<file path="src/rtl/date_string_validator_assert.svh">
// Assertion macros for the date string validator.
// Used by date_string_validator.sv; needs a clock named aclk and a reset named aresetn.
`ifndef DATE_STRING_VALIDATOR_ASSERT_SVH
`define DATE_STRING_VALIDATOR_ASSERT_SVH

// Checked on every rising edge while the block is out of reset.
`define DSV_ASSERT(lbl, prop, msg) \
    lbl: assert property (@(posedge aclk) disable iff (!aresetn) prop) else $error(msg);

// Checked on every rising edge, reset included.
`define DSV_ASSERT_ALWAYS(lbl, prop, msg) \
    lbl: assert property (@(posedge aclk) prop) else $error(msg);

`endif

</file>
<file path="src/rtl/dsv_pkg.sv">
// Shared types and constants for the date string validator.
// No dependencies; used by dsv_verdict, dsv_step and date_string_validator.
`default_nettype none

package dsv_pkg;

    localparam logic [7:0] CHAR_SLASH = 8'h2F;
    localparam logic [7:0] CHAR_ZERO  = 8'h30;
    localparam logic [7:0] CHAR_NINE  = 8'h39;

    localparam logic [2:0] DM_DIGITS_MAX   = 3'd2;
    localparam logic [2:0] YEAR_DIGITS_MAX = 3'd4;
    localparam logic [2:0] YEAR_DIGITS_SHORT = 3'd2;
    localparam logic [2:0] COUNT_SAT       = 3'd7;

    localparam logic [13:0] YEAR_OFFSET       = 14'd2000;
    localparam logic [3:0]  OFFSET_THOUSANDS  = 4'd2;

    localparam logic [6:0] MONTH_FIRST = 7'd1;
    localparam logic [6:0] MONTH_LAST  = 7'd12;
    localparam logic [6:0] MONTH_FEB   = 7'd2;
    localparam logic [6:0] MONTH_APR   = 7'd4;
    localparam logic [6:0] MONTH_JUN   = 7'd6;
    localparam logic [6:0] MONTH_SEP   = 7'd9;
    localparam logic [6:0] MONTH_NOV   = 7'd11;
    localparam logic [6:0] DAY_FIRST   = 7'd1;

    localparam logic [6:0] DAYS_FEB_LEAP = 7'd29;
    localparam logic [6:0] DAYS_FEB      = 7'd28;
    localparam logic [6:0] DAYS_SHORT    = 7'd30;
    localparam logic [6:0] DAYS_LONG     = 7'd31;

    typedef enum logic [1:0] {
        FIELD_DAY   = 2'd0,
        FIELD_MONTH = 2'd1,
        FIELD_YEAR  = 2'd2
    } field_t;

    // year_digits keeps the decimal digits of the year, ones in [0], so the
    // leap rule needs no division.
    typedef struct packed {
        field_t          field_pos;
        logic [2:0]      digit_count;
        logic [6:0]      day;
        logic [6:0]      month;
        logic [13:0]     year;
        logic [3:0][3:0] year_digits;
        logic            bad;
        logic            done;
    } parse_state_t;

    typedef struct packed {
        logic [13:0] year_number;
        logic [6:0]  month_number;
        logic [6:0]  day_number;
        logic        date_valid;
    } result_t;

    localparam parse_state_t STATE_RESET = '0;

endpackage

`default_nettype wire

</file>
<file path="src/rtl/dsv_verdict.sv">
// Calendar check of a fully parsed date: month range, days in month, leap rule.
// Depends on dsv_pkg.
`default_nettype none

module dsv_verdict (
    input  var dsv_pkg::parse_state_t st,
    output logic                      date_valid
);

    logic [1:0] year_mod4;
    logic [1:0] cent_mod4;
    logic       cent_zero;
    logic       leap;
    logic [6:0] month_len;

    // y mod 4 = (2*tens + ones) mod 4, and y/100 mod 4 = (2*thousands + hundreds) mod 4.
    assign year_mod4 = {st.year_digits[1][0], 1'b0} + st.year_digits[0][1:0];
    assign cent_mod4 = {st.year_digits[3][0], 1'b0} + st.year_digits[2][1:0];
    assign cent_zero = (st.year_digits[1] == 4'd0) && (st.year_digits[0] == 4'd0);
    assign leap = ((year_mod4 == 2'd0) && !cent_zero) || (cent_zero && (cent_mod4 == 2'd0));

    always_comb begin
        case (st.month)
            dsv_pkg::MONTH_FEB: begin
                month_len = leap ? dsv_pkg::DAYS_FEB_LEAP : dsv_pkg::DAYS_FEB;
            end
            dsv_pkg::MONTH_APR, dsv_pkg::MONTH_JUN, dsv_pkg::MONTH_SEP,
            dsv_pkg::MONTH_NOV: begin
                month_len = dsv_pkg::DAYS_SHORT;
            end
            default: begin
                month_len = dsv_pkg::DAYS_LONG;
            end
        endcase
    end

    assign date_valid = !st.bad && st.done &&
                        (st.month >= dsv_pkg::MONTH_FIRST) &&
                        (st.month <= dsv_pkg::MONTH_LAST) &&
                        (st.day >= dsv_pkg::DAY_FIRST) &&
                        (st.day <= month_len);

endmodule

`default_nettype wire

</file>
<file path="src/rtl/dsv_step.sv">
// Per-character parser update and end-of-string result for the date validator.
// Depends on dsv_pkg and dsv_verdict.
`default_nettype none

module dsv_step (
    input  var dsv_pkg::parse_state_t st,
    input  logic [7:0]                char_code,
    input  logic                      last_char,
    output dsv_pkg::parse_state_t     st_next,
    output dsv_pkg::result_t          result
);

    function automatic dsv_pkg::parse_state_t close_field(input dsv_pkg::parse_state_t s);
        dsv_pkg::parse_state_t r;
        r = s;
        case (s.field_pos)
            dsv_pkg::FIELD_DAY: begin
                if (s.digit_count < 3'd1 || s.digit_count > dsv_pkg::DM_DIGITS_MAX) begin
                    r.bad = 1'b1;
                end
                r.field_pos = dsv_pkg::FIELD_MONTH;
            end
            dsv_pkg::FIELD_MONTH: begin
                if (s.digit_count < 3'd1 || s.digit_count > dsv_pkg::DM_DIGITS_MAX) begin
                    r.bad = 1'b1;
                end
                r.field_pos = dsv_pkg::FIELD_YEAR;
            end
            dsv_pkg::FIELD_YEAR: begin
                if (s.digit_count != dsv_pkg::YEAR_DIGITS_SHORT &&
                    s.digit_count != dsv_pkg::YEAR_DIGITS_MAX) begin
                    r.bad = 1'b1;
                end
                // A two-digit year lands in the 2000s; the hundreds digit is already zero.
                if (s.digit_count == dsv_pkg::YEAR_DIGITS_SHORT) begin
                    r.year = s.year + dsv_pkg::YEAR_OFFSET;
                    r.year_digits[3] = dsv_pkg::OFFSET_THOUSANDS;
                end
                r.done = 1'b1;
            end
            default: begin
                r = s;
            end
        endcase
        r.digit_count = 3'd0;
        return r;
    endfunction

    function automatic dsv_pkg::parse_state_t take_digit(input dsv_pkg::parse_state_t s,
                                                          input logic [3:0] d);
        dsv_pkg::parse_state_t r;
        logic [2:0]            limit;
        r = s;
        limit = (s.field_pos == dsv_pkg::FIELD_YEAR) ? dsv_pkg::YEAR_DIGITS_MAX
                                                      : dsv_pkg::DM_DIGITS_MAX;
        // Digits past the field's limit are counted but not accumulated.
        if (s.digit_count < limit) begin
            case (s.field_pos)
                dsv_pkg::FIELD_DAY: begin
                    r.day = {s.day[3:0], 3'b000} + {s.day[5:0], 1'b0} + {3'b000, d};
                end
                dsv_pkg::FIELD_MONTH: begin
                    r.month = {s.month[3:0], 3'b000} + {s.month[5:0], 1'b0} + {3'b000, d};
                end
                default: begin
                    r.year = {s.year[10:0], 3'b000} + {s.year[12:0], 1'b0} + {10'd0, d};
                    r.year_digits = {s.year_digits[2:0], d};
                end
            endcase
        end
        if (s.digit_count < dsv_pkg::COUNT_SAT) begin
            r.digit_count = s.digit_count + 3'd1;
        end
        if (r.digit_count > dsv_pkg::YEAR_DIGITS_MAX) begin
            r.bad = 1'b1;
        end
        return r;
    endfunction

    logic [3:0]            digit_offset;
    logic                  is_digit;
    dsv_pkg::parse_state_t st_char;
    dsv_pkg::parse_state_t st_end;
    logic                  verdict;

    assign digit_offset = 4'(char_code - dsv_pkg::CHAR_ZERO);
    assign is_digit = (char_code >= dsv_pkg::CHAR_ZERO) && (char_code <= dsv_pkg::CHAR_NINE);

    always_comb begin
        st_char = st;
        if (!st.done) begin
            if (char_code == dsv_pkg::CHAR_SLASH) begin
                st_char = close_field(st);
            end else if (is_digit) begin
                st_char = take_digit(st, digit_offset);
            end else begin
                st_char.bad = 1'b1;
            end
        end
    end

    // The end of the string closes an open year field; anywhere else it is too early.
    always_comb begin
        st_end = st_char;
        if (!st_char.done) begin
            if (st_char.field_pos == dsv_pkg::FIELD_YEAR) begin
                st_end = close_field(st_char);
            end else begin
                st_end.bad = 1'b1;
            end
        end
    end

    dsv_verdict u_verdict (
        .st         (st_end),
        .date_valid (verdict)
    );

    assign result.date_valid   = verdict;
    assign result.day_number   = st_end.day;
    assign result.month_number = st_end.month;
    assign result.year_number  = st_end.year;

    assign st_next = last_char ? dsv_pkg::STATE_RESET : st_char;

endmodule

`default_nettype wire

</file>
<file path="src/rtl/date_string_validator.sv">
// Date string validator: takes a day/month/year ASCII string one byte per item
// on the s_ stream (s_tlast on the final byte) and gives one verdict item on the
// m_ stream per string. It accepts one byte every clock cycle; a byte is held in
// an input register, from which the parser state register updates; on the final
// byte the combinational calendar check result is loaded into an output register,
// which drives m_tvalid. The parser state register is the only thing that carries
// from byte to byte. Only a final byte waits when an earlier verdict has not yet
// been taken, and the bytes behind it wait with it.
// Depends on dsv_pkg, dsv_step and date_string_validator_assert.svh.
`default_nettype none

module date_string_validator (
    input  logic        aclk,
    input  logic        aresetn,
    input  logic        s_tvalid,
    output logic        s_tready,
    input  logic [7:0]  s_tdata,   // [7:0] char_code
    input  logic        s_tlast,   // last_char
    output logic        m_tvalid,
    input  logic        m_tready,
    output logic [31:0] m_tdata    // [0] date_valid, [7:1] day_number,
                                   // [14:8] month_number, [28:15] year_number, rest zero
);

    `include "date_string_validator_assert.svh"

    logic                  in_vld_reg;
    logic [7:0]            in_char_reg;
    logic                  in_last_reg;
    dsv_pkg::parse_state_t state_reg;
    dsv_pkg::parse_state_t state_next;
    dsv_pkg::result_t      step_result;
    logic                  out_vld_reg;
    dsv_pkg::result_t      out_reg;
    logic                  out_free;
    logic                  proc_go;
    logic                  final_go;
    logic                  state_idle;
    logic                  year_seen;
    logic                  in_year_field;

    assign out_free = !out_vld_reg || m_tready;
    assign proc_go  = in_vld_reg && (!in_last_reg || out_free);
    assign s_tready = !in_vld_reg || proc_go;

    always_ff @(posedge aclk) begin
        if (!aresetn) begin
            in_vld_reg <= 1'b0;
        end else if (s_tready) begin
            in_vld_reg <= s_tvalid;
        end
    end

    always_ff @(posedge aclk) begin
        if (s_tready && s_tvalid) begin
            in_char_reg <= s_tdata;
            in_last_reg <= s_tlast;
        end
    end

    dsv_step u_step (
        .st        (state_reg),
        .char_code (in_char_reg),
        .last_char (in_last_reg),
        .st_next   (state_next),
        .result    (step_result)
    );

    always_ff @(posedge aclk) begin
        if (!aresetn) begin
            state_reg <= dsv_pkg::STATE_RESET;
        end else if (proc_go) begin
            state_reg <= state_next;
        end
    end

    always_ff @(posedge aclk) begin
        if (!aresetn) begin
            out_vld_reg <= 1'b0;
        end else if (proc_go && in_last_reg) begin
            out_vld_reg <= 1'b1;
        end else if (m_tready) begin
            out_vld_reg <= 1'b0;
        end
    end

    always_ff @(posedge aclk) begin
        if (proc_go && in_last_reg) begin
            out_reg <= step_result;
        end
    end

    assign m_tvalid = out_vld_reg;
    assign m_tdata  = {3'b000, out_reg.year_number, out_reg.month_number,
                       out_reg.day_number, out_reg.date_valid};

    assign final_go      = proc_go && in_last_reg;
    assign state_idle    = (state_reg == dsv_pkg::STATE_RESET);
    assign year_seen     = (state_reg.year != 14'd0);
    assign in_year_field = (state_reg.field_pos == dsv_pkg::FIELD_YEAR);

    `DSV_ASSERT(a_verdict_loaded, final_go |=> out_vld_reg, "verdict not registered")
    `DSV_ASSERT(a_state_cleared, final_go |=> state_idle, "parser not cleared after final byte")
    `DSV_ASSERT(a_year_in_field, year_seen |-> in_year_field, "year outside its field")
    `DSV_ASSERT(a_nonlast_flows, in_vld_reg && !in_last_reg |-> s_tready, "non-final byte stalled")
    `DSV_ASSERT_ALWAYS(a_reset_idle, !aresetn |=> !out_vld_reg && !in_vld_reg, "busy after reset")

endmodule

`default_nettype wire

</file>
<file path="config.mk">
export PLATFORM = sky130hd
export DESIGN_NAME = date_string_validator
export DESIGN_NICKNAME = d
export VERILOG_FILES = /design/src/rtl/dsv_pkg.sv /design/src/rtl/dsv_verdict.sv /design/src/rtl/dsv_step.sv /design/src/rtl/date_string_validator.sv
export VERILOG_INCLUDE_DIRS = /design/src /design/src/rtl
export SDC_FILE = /design/constraint.sdc
export NUM_CORES = 1
export LEC_CHECK = 0
export BUFFER_PORTS_ARGS = -buffer_cell sky130_fd_sc_hd__buf_2
export CORE_ASPECT_RATIO = 1.5
export CORE_MARGIN = 2
export CORE_UTILIZATION = 50
export DETAILED_ROUTE_END_ITERATION = 10
export GPL_ROUTABILITY_DRIVEN = 0
export GPL_TIMING_DRIVEN = 0
export MAX_ROUTING_LAYER = met4
export PLACE_DENSITY_LB_ADDON = 0.05
export SKIP_LAST_GASP = 1
export SLEW_MARGIN = 30
export SYNTH_ARGS = -nofsm -noshare
export SYNTH_HDL_FRONTEND = slang
export SYNTH_SLANG_ARGS = --single-unit
</file>
<file path="constraint.sdc">
create_clock -name aclk -period 8 [get_ports aclk]
set_input_delay 0.8 -clock aclk [delete_from_list [all_inputs] [get_ports aclk]]
set_output_delay 0.8 -clock aclk [all_outputs]
set_load 0.01 [all_outputs]
</file>
After elaboration in Yosys (flattened, before gate mapping). Index checks and enable logic that the tools add are counted.

Word-level logic and storage cells: 121. Input port bits: 13. Output and inout bits: 34. Register bits after elaboration: 91.

Reductions and logical operators: 32. Add/sub/neg operators: 12. Multiplexer cells: 32. Order comparisons: 11. Eq/ne operators: 15.

Operators by type and width (count): $mux W51 (3); $mux W30 (2); $mux W18 (3); $mux W47 (1); $mux W44 (1); $mux W32 (1); $add A14 B11 Y14 const B (2); $mux W3 (5); $add A14 B14 Y14 (1); $add A14 B4 Y14 (1); $add A7 B4 Y7 (2); $add A7 B7 Y7 (2); $eq A7 B3 Y1 const B (2); $eq A7 B4 Y1 const B (2); $ge A7 B1 Y1 const B (2); $logic_and A1 B1 Y1 (14); $mux W7 (2); $mux W1 (11); $eq A8 B6 Y1 const B (1); $ge A8 B6 Y1 const B (1); $le A8 B6 Y1 const B (1); $logic_not A4 Y1 (2); $pmux W2 S2 (2); $eq A7 B2 Y1 const B (1); 22 further kinds (37).

Logic depth before layout (Yosys ltp).
Depth after elaboration: 24. Depth in mapped cells: 20. Depth with buffers taken out: 19.

Cells and area by module. Synthesis repeated with hierarchy kept, for this count alone.

Cell total of the unflattened synthesis: 784. Area total of the unflattened synthesis: 6804.0 µm².

By module, submodules not included: date_string_validator (times used 1, cells each 275, area each 3357.0 µm², seq. area each 2202.1 µm²); dsv_step (times used 1, cells each 480, area each 3255.6 µm², seq. area each 0.0 µm²); dsv_verdict (times used 1, cells each 29, area each 191.4 µm², seq. area each 0.0 µm²).

Worst setup path after synthesis. OpenSTA, ideal clock, no wires.

Path kind: register to register. From: register in_char_reg[3]. To: register out_reg (netlist bit m_tdata[0]) (data pin). Arrival: 3490 ps. Stages on the path, launching flop included: 18. Buffers on the path: 0. Required time: 7824 ps. Setup time: 176 ps. Setup slack: 4334 ps. Clock period less this slack: 3666 ps. Cells stage by stage: edfxtp_1 > inv_1 > fa_1 > inv_1 > fa_1 > a21o_1 > a21oi_1 > xnor2_1 > nor2_1 > a21oi_1 > nand3_1 > nor4_1 > ha_1 > a21oi_1 > a21oi_1 > nand4_1 > nand4_1 > nor4_1.

RTL lines: from (decl) (line date_string_validator.sv:28) `logic [7:0] in_char_reg;`; from (signal assigned) (line date_string_validator.sv:56) `in_char_reg <= s_tdata;`; to (signal assigned) (line date_string_validator.sv:89) `out_reg <= step_result;`; to (decl) (line date_string_validator.sv:34) `dsv_pkg::result_t out_reg;`.

==> run_results.csv <==
group,metric,value,unit
global_route,use_met2,0.464,
clocking,cts_htree_levels,3,
synthesis,syn_avg_cell_area,9.25,µm²
worst_setup_path,end_kind,"flip-flop",
global_route,grt_pass1_wl,24200,µm
worst_setup_path,cp_max_fo,9,
clocking,cts_resized,0,
floorplanning,num_rows,47,
worst_setup_path,r2r_setup_slack,3.58,ns
finish,drive_gt1_frac,0.117,
clocking,cts_buffers,9,
detailed_routing,num_vias,4851,
finish,n_antenna_cell,0,
worst_setup_path,cpMostUsedCell,"a21oi_1",
finish,layout_common_cells,"ha_1, nand2_1, dfxtp_1, buf_2, edfxtp_1",
sta,final_max_slew_viol_count,0,
worst_setup_path,required,8.17,ns
power,finalPower,0.000956,W
worst_hold_path,min_to,"state_reg[1]$_SDFFE_PN0P_",
global_route,grt_pass1_vias,4673,
floorplanning,coreArea,11000,µm²
global_route,grt_max_degree,31,
detailed_routing,drt_iter0_markers,248,
worst_setup_path,regToRegEndpoint,"m_tdata[0]$_DFFE_PP_",
sta,period_share,0.553,
worst_setup_path,slowest_stage,"edfxtp_1",
sta,rsz0062_at_grt,"no",
clocking,clock-sinks,86,
global_route,grt_usage,0.264,
placement,hpwlAfterDp,11500,µm
clocking,clk_latency,0.36,ns
clocking,tritoncts,"done",
clocking,ctsHoldBuffers,0,
sta,fmax,226,MHz
sta,tightest_slew,0.891,ns
global_route,busiest_layer,"met2",
floorplanning,dieWidth,90.7,µm
worst_hold_path,hold_path.startpoint,"state_reg[1]$_SDFFE_PN0P_",
sta,finalHoldViolations,0,
worst_setup_path,worstPathArrival,4.59,ns
finish,largest_reg_flops,46,
sta,fin_skew,0.0133,ns
clocking,clk_pin_slew,0.07,ns
synthesis,synthesis.area,5630,µm²
sta,fin_crit,4.42,ns
worst_setup_path,reg2regPathDepth,17,
finish,final_common_cell,"ha_1",
detailed_routing,drtAntennaViolNets,0,
clocking,cts_setup_buffers,0,
worst_setup_path,start_kind,"flip-flop",
worst_setup_path,slowest_delay,0.69,ns
run,drv_cap,0,
detailed_routing,drc_errors,0,
global_route,use_met3,0.0444,
finish,layout.nets,733,
detailed_routing,firstDrtPassIters,6,
synthesis,ys_dominant_reg_cell,"dfxtp_1",
sta,maxSlewHeadroom,0.406,
power,power_density,151,nW/µm²
floorplanning,start_util,0.512,
power,vdd_drop_max,0.117,mV
global_route,gr-total-overflow,0,
placement,portBuffers,42,
synthesis,synth_async_sr_flop_share,0,
global_route,antenna_found_initial,0,
floorplanning,io_pins,47,
worst_setup_path,crit_chain,"inv_1 > fa_1 > inv_1 > fa_1 > a21o_1 > a21oi_1 > xnor2_1 > nor2_1 > a21oi_1 > nand3_1 > nor4_1 > ha_1 > a21oi_1 > a21oi_1 > nand4_1 > nand4_1 > nor4_1",
floorplanning,die_h,134,µm
finish,syn2layout_area_growth,12.7,%
sta,setup_violations,0,
run_status,status,"completed",
detailed_routing,vias_per_cell,5.94,
synthesis,synth_cell_types,73,
synthesis,synth-seq-cells,86,
floorplanning,die_area,12100,µm²
worst_setup_path,worstReg2RegStart,"in_char_reg[3]$_DFFE_PP_",
clocking,cts-root-buf,"clkbuf_16",
detailed_routing,routed_wl,15300,µm
synthesis,yosysWarnings,0,
detailed_routing,post_drt_wl_per_cell,18.8,µm
clocking,clk_path_buf_depth,2,
synthesis,synth_edf_count,38,
worst_hold_path,min_path_type,"reg -> reg",
synthesis,seq_area_frac_synth,0.373,
power,p_leak,2.63,nW
sta,fin_tns_setup,0,ns
worst_hold_path,hold_depth,2,
global_route,use_met1,0.290,
synthesis,synth_cells,609,
worst_setup_path,critPathKind,"reg -> reg",
critical path: cells and delay by family (launching register included):
| kind | cells | cell delay (ns) |
|---|---|---|
| buf+inv | 2 | 0.20 |
| xor+xnor | 1 | 0.14 |
| flops | 1 | 0.69 |
| simple gates | 6 | 1.11 |
| compound gates | 5 | 0.77 |
| fa+ha+maj | 3 | 1.32 |
cell type report:
cell class	instances	area (µm²)
Inverter	33	124
Timing Repair Buffer	42	210
Buffer	26	110
Clock inverter	7	80.1
Tap cell	147	184
Clock buffer	9	225
Fill cell	1005	4650
Multi-Input combinational cell	466	3310
Sequential cell	86	2100
through the flow:
stage	worst slack [ns]	area, µm²	instances	util	hold WS, ns
6_report	3.58	6340	816	0.577	0.515
5_1_grt	3.27	6340	816	0.577	0.547
4_1_cts	3.57	6340	816	0.576	0.505
3_5_place_dp	3.63	6030	800	0.549	0.496
3_3_place_gp	3.60	6030	800	0.549	0.480
2_1_floorplan	4.33	5640	611	-	0.468
synthesized netlist by cell type (all sizes together) (4+ instances only):
library cell	number	area [µm²]
edfxtp	38	1140
a21oi	26	130
clkbuf	22	82.6
fa	6	120
nor2b	34	213
nor3	21	121
nor4	7	43.8
xnor2	14	123
nand2	49	184
o31ai	7	52.6
a22oi	30	225
o211ai	5	37.5
mux2i	7	70.1
and2	17	106
o21ai	38	190
a21o	9	67.6
nand4	9	62.6
xor2	12	105
dfxtp	48	961
buf	4	27.5
nor2	32	120
inv	33	124
nand3	19	100
a31oi	6	43.8
ha	50	626
mux2	4	45.0
worst max-delay path by stage:
stage / start / to / slack [ns] / cells after the start
3_3_place_gp: in_char_reg[3]$_DFFE_PP_ / m_tdata[0]$_DFFE_PP_ / 3.60 / 17
3_5_place_dp: in_char_reg[3]$_DFFE_PP_ / m_tdata[0]$_DFFE_PP_ / 3.63 / 16
4_1_cts: in_char_reg[3]$_DFFE_PP_ / m_tdata[0]$_DFFE_PP_ / 3.57 / 17
6_report: in_char_reg[3]$_DFFE_PP_ / m_tdata[0]$_DFFE_PP_ / 3.58 / 17
5_1_grt: in_char_reg[3]$_DFFE_PP_ / m_tdata[0]$_DFFE_PP_ / 3.27 / 17
2_1_floorplan: in_char_reg[3]$_DFFE_PP_ / m_tdata[0]$_DFFE_PP_ / 4.33 / 17
cell families (layout without fill, tap and decap cells):
| logic type | Yosys count | in the layout | synth area share |
|---|---|---|---|
| AO/OA/AOI/OAI | 155 | 155 | 0.184 |
| XOR/XNOR | 26 | 26 | 0.0404 |
| adder cells (fa/ha/maj) | 56 | 56 | 0.132 |
| buffers and inverters | 59 | 117 | 0.0415 |
| flip-flops | 86 | 86 | 0.373 |
| multiplexers | 11 | 11 | 0.0204 |
| other | 1 | 3 | 0.000666 |
| AND/OR/NAND/NOR | 215 | 215 | 0.208 |
power by group:
part           internal [W]  switching, W   total, W
clock              0.000246      0.000191   0.000437
sequential         0.000464    0.00000690   0.000471
combinational     0.0000158     0.0000328  0.0000485
layer usage:
layer / up-vias / routed length [µm]
met5: - / 0
met4: 0 / 568
met3: 43 / 656
met2: 157 / 7980
met1: 2299 / 6130
li1: 2352 / -
No activity file was read; power rests on OpenSTA's default activity.
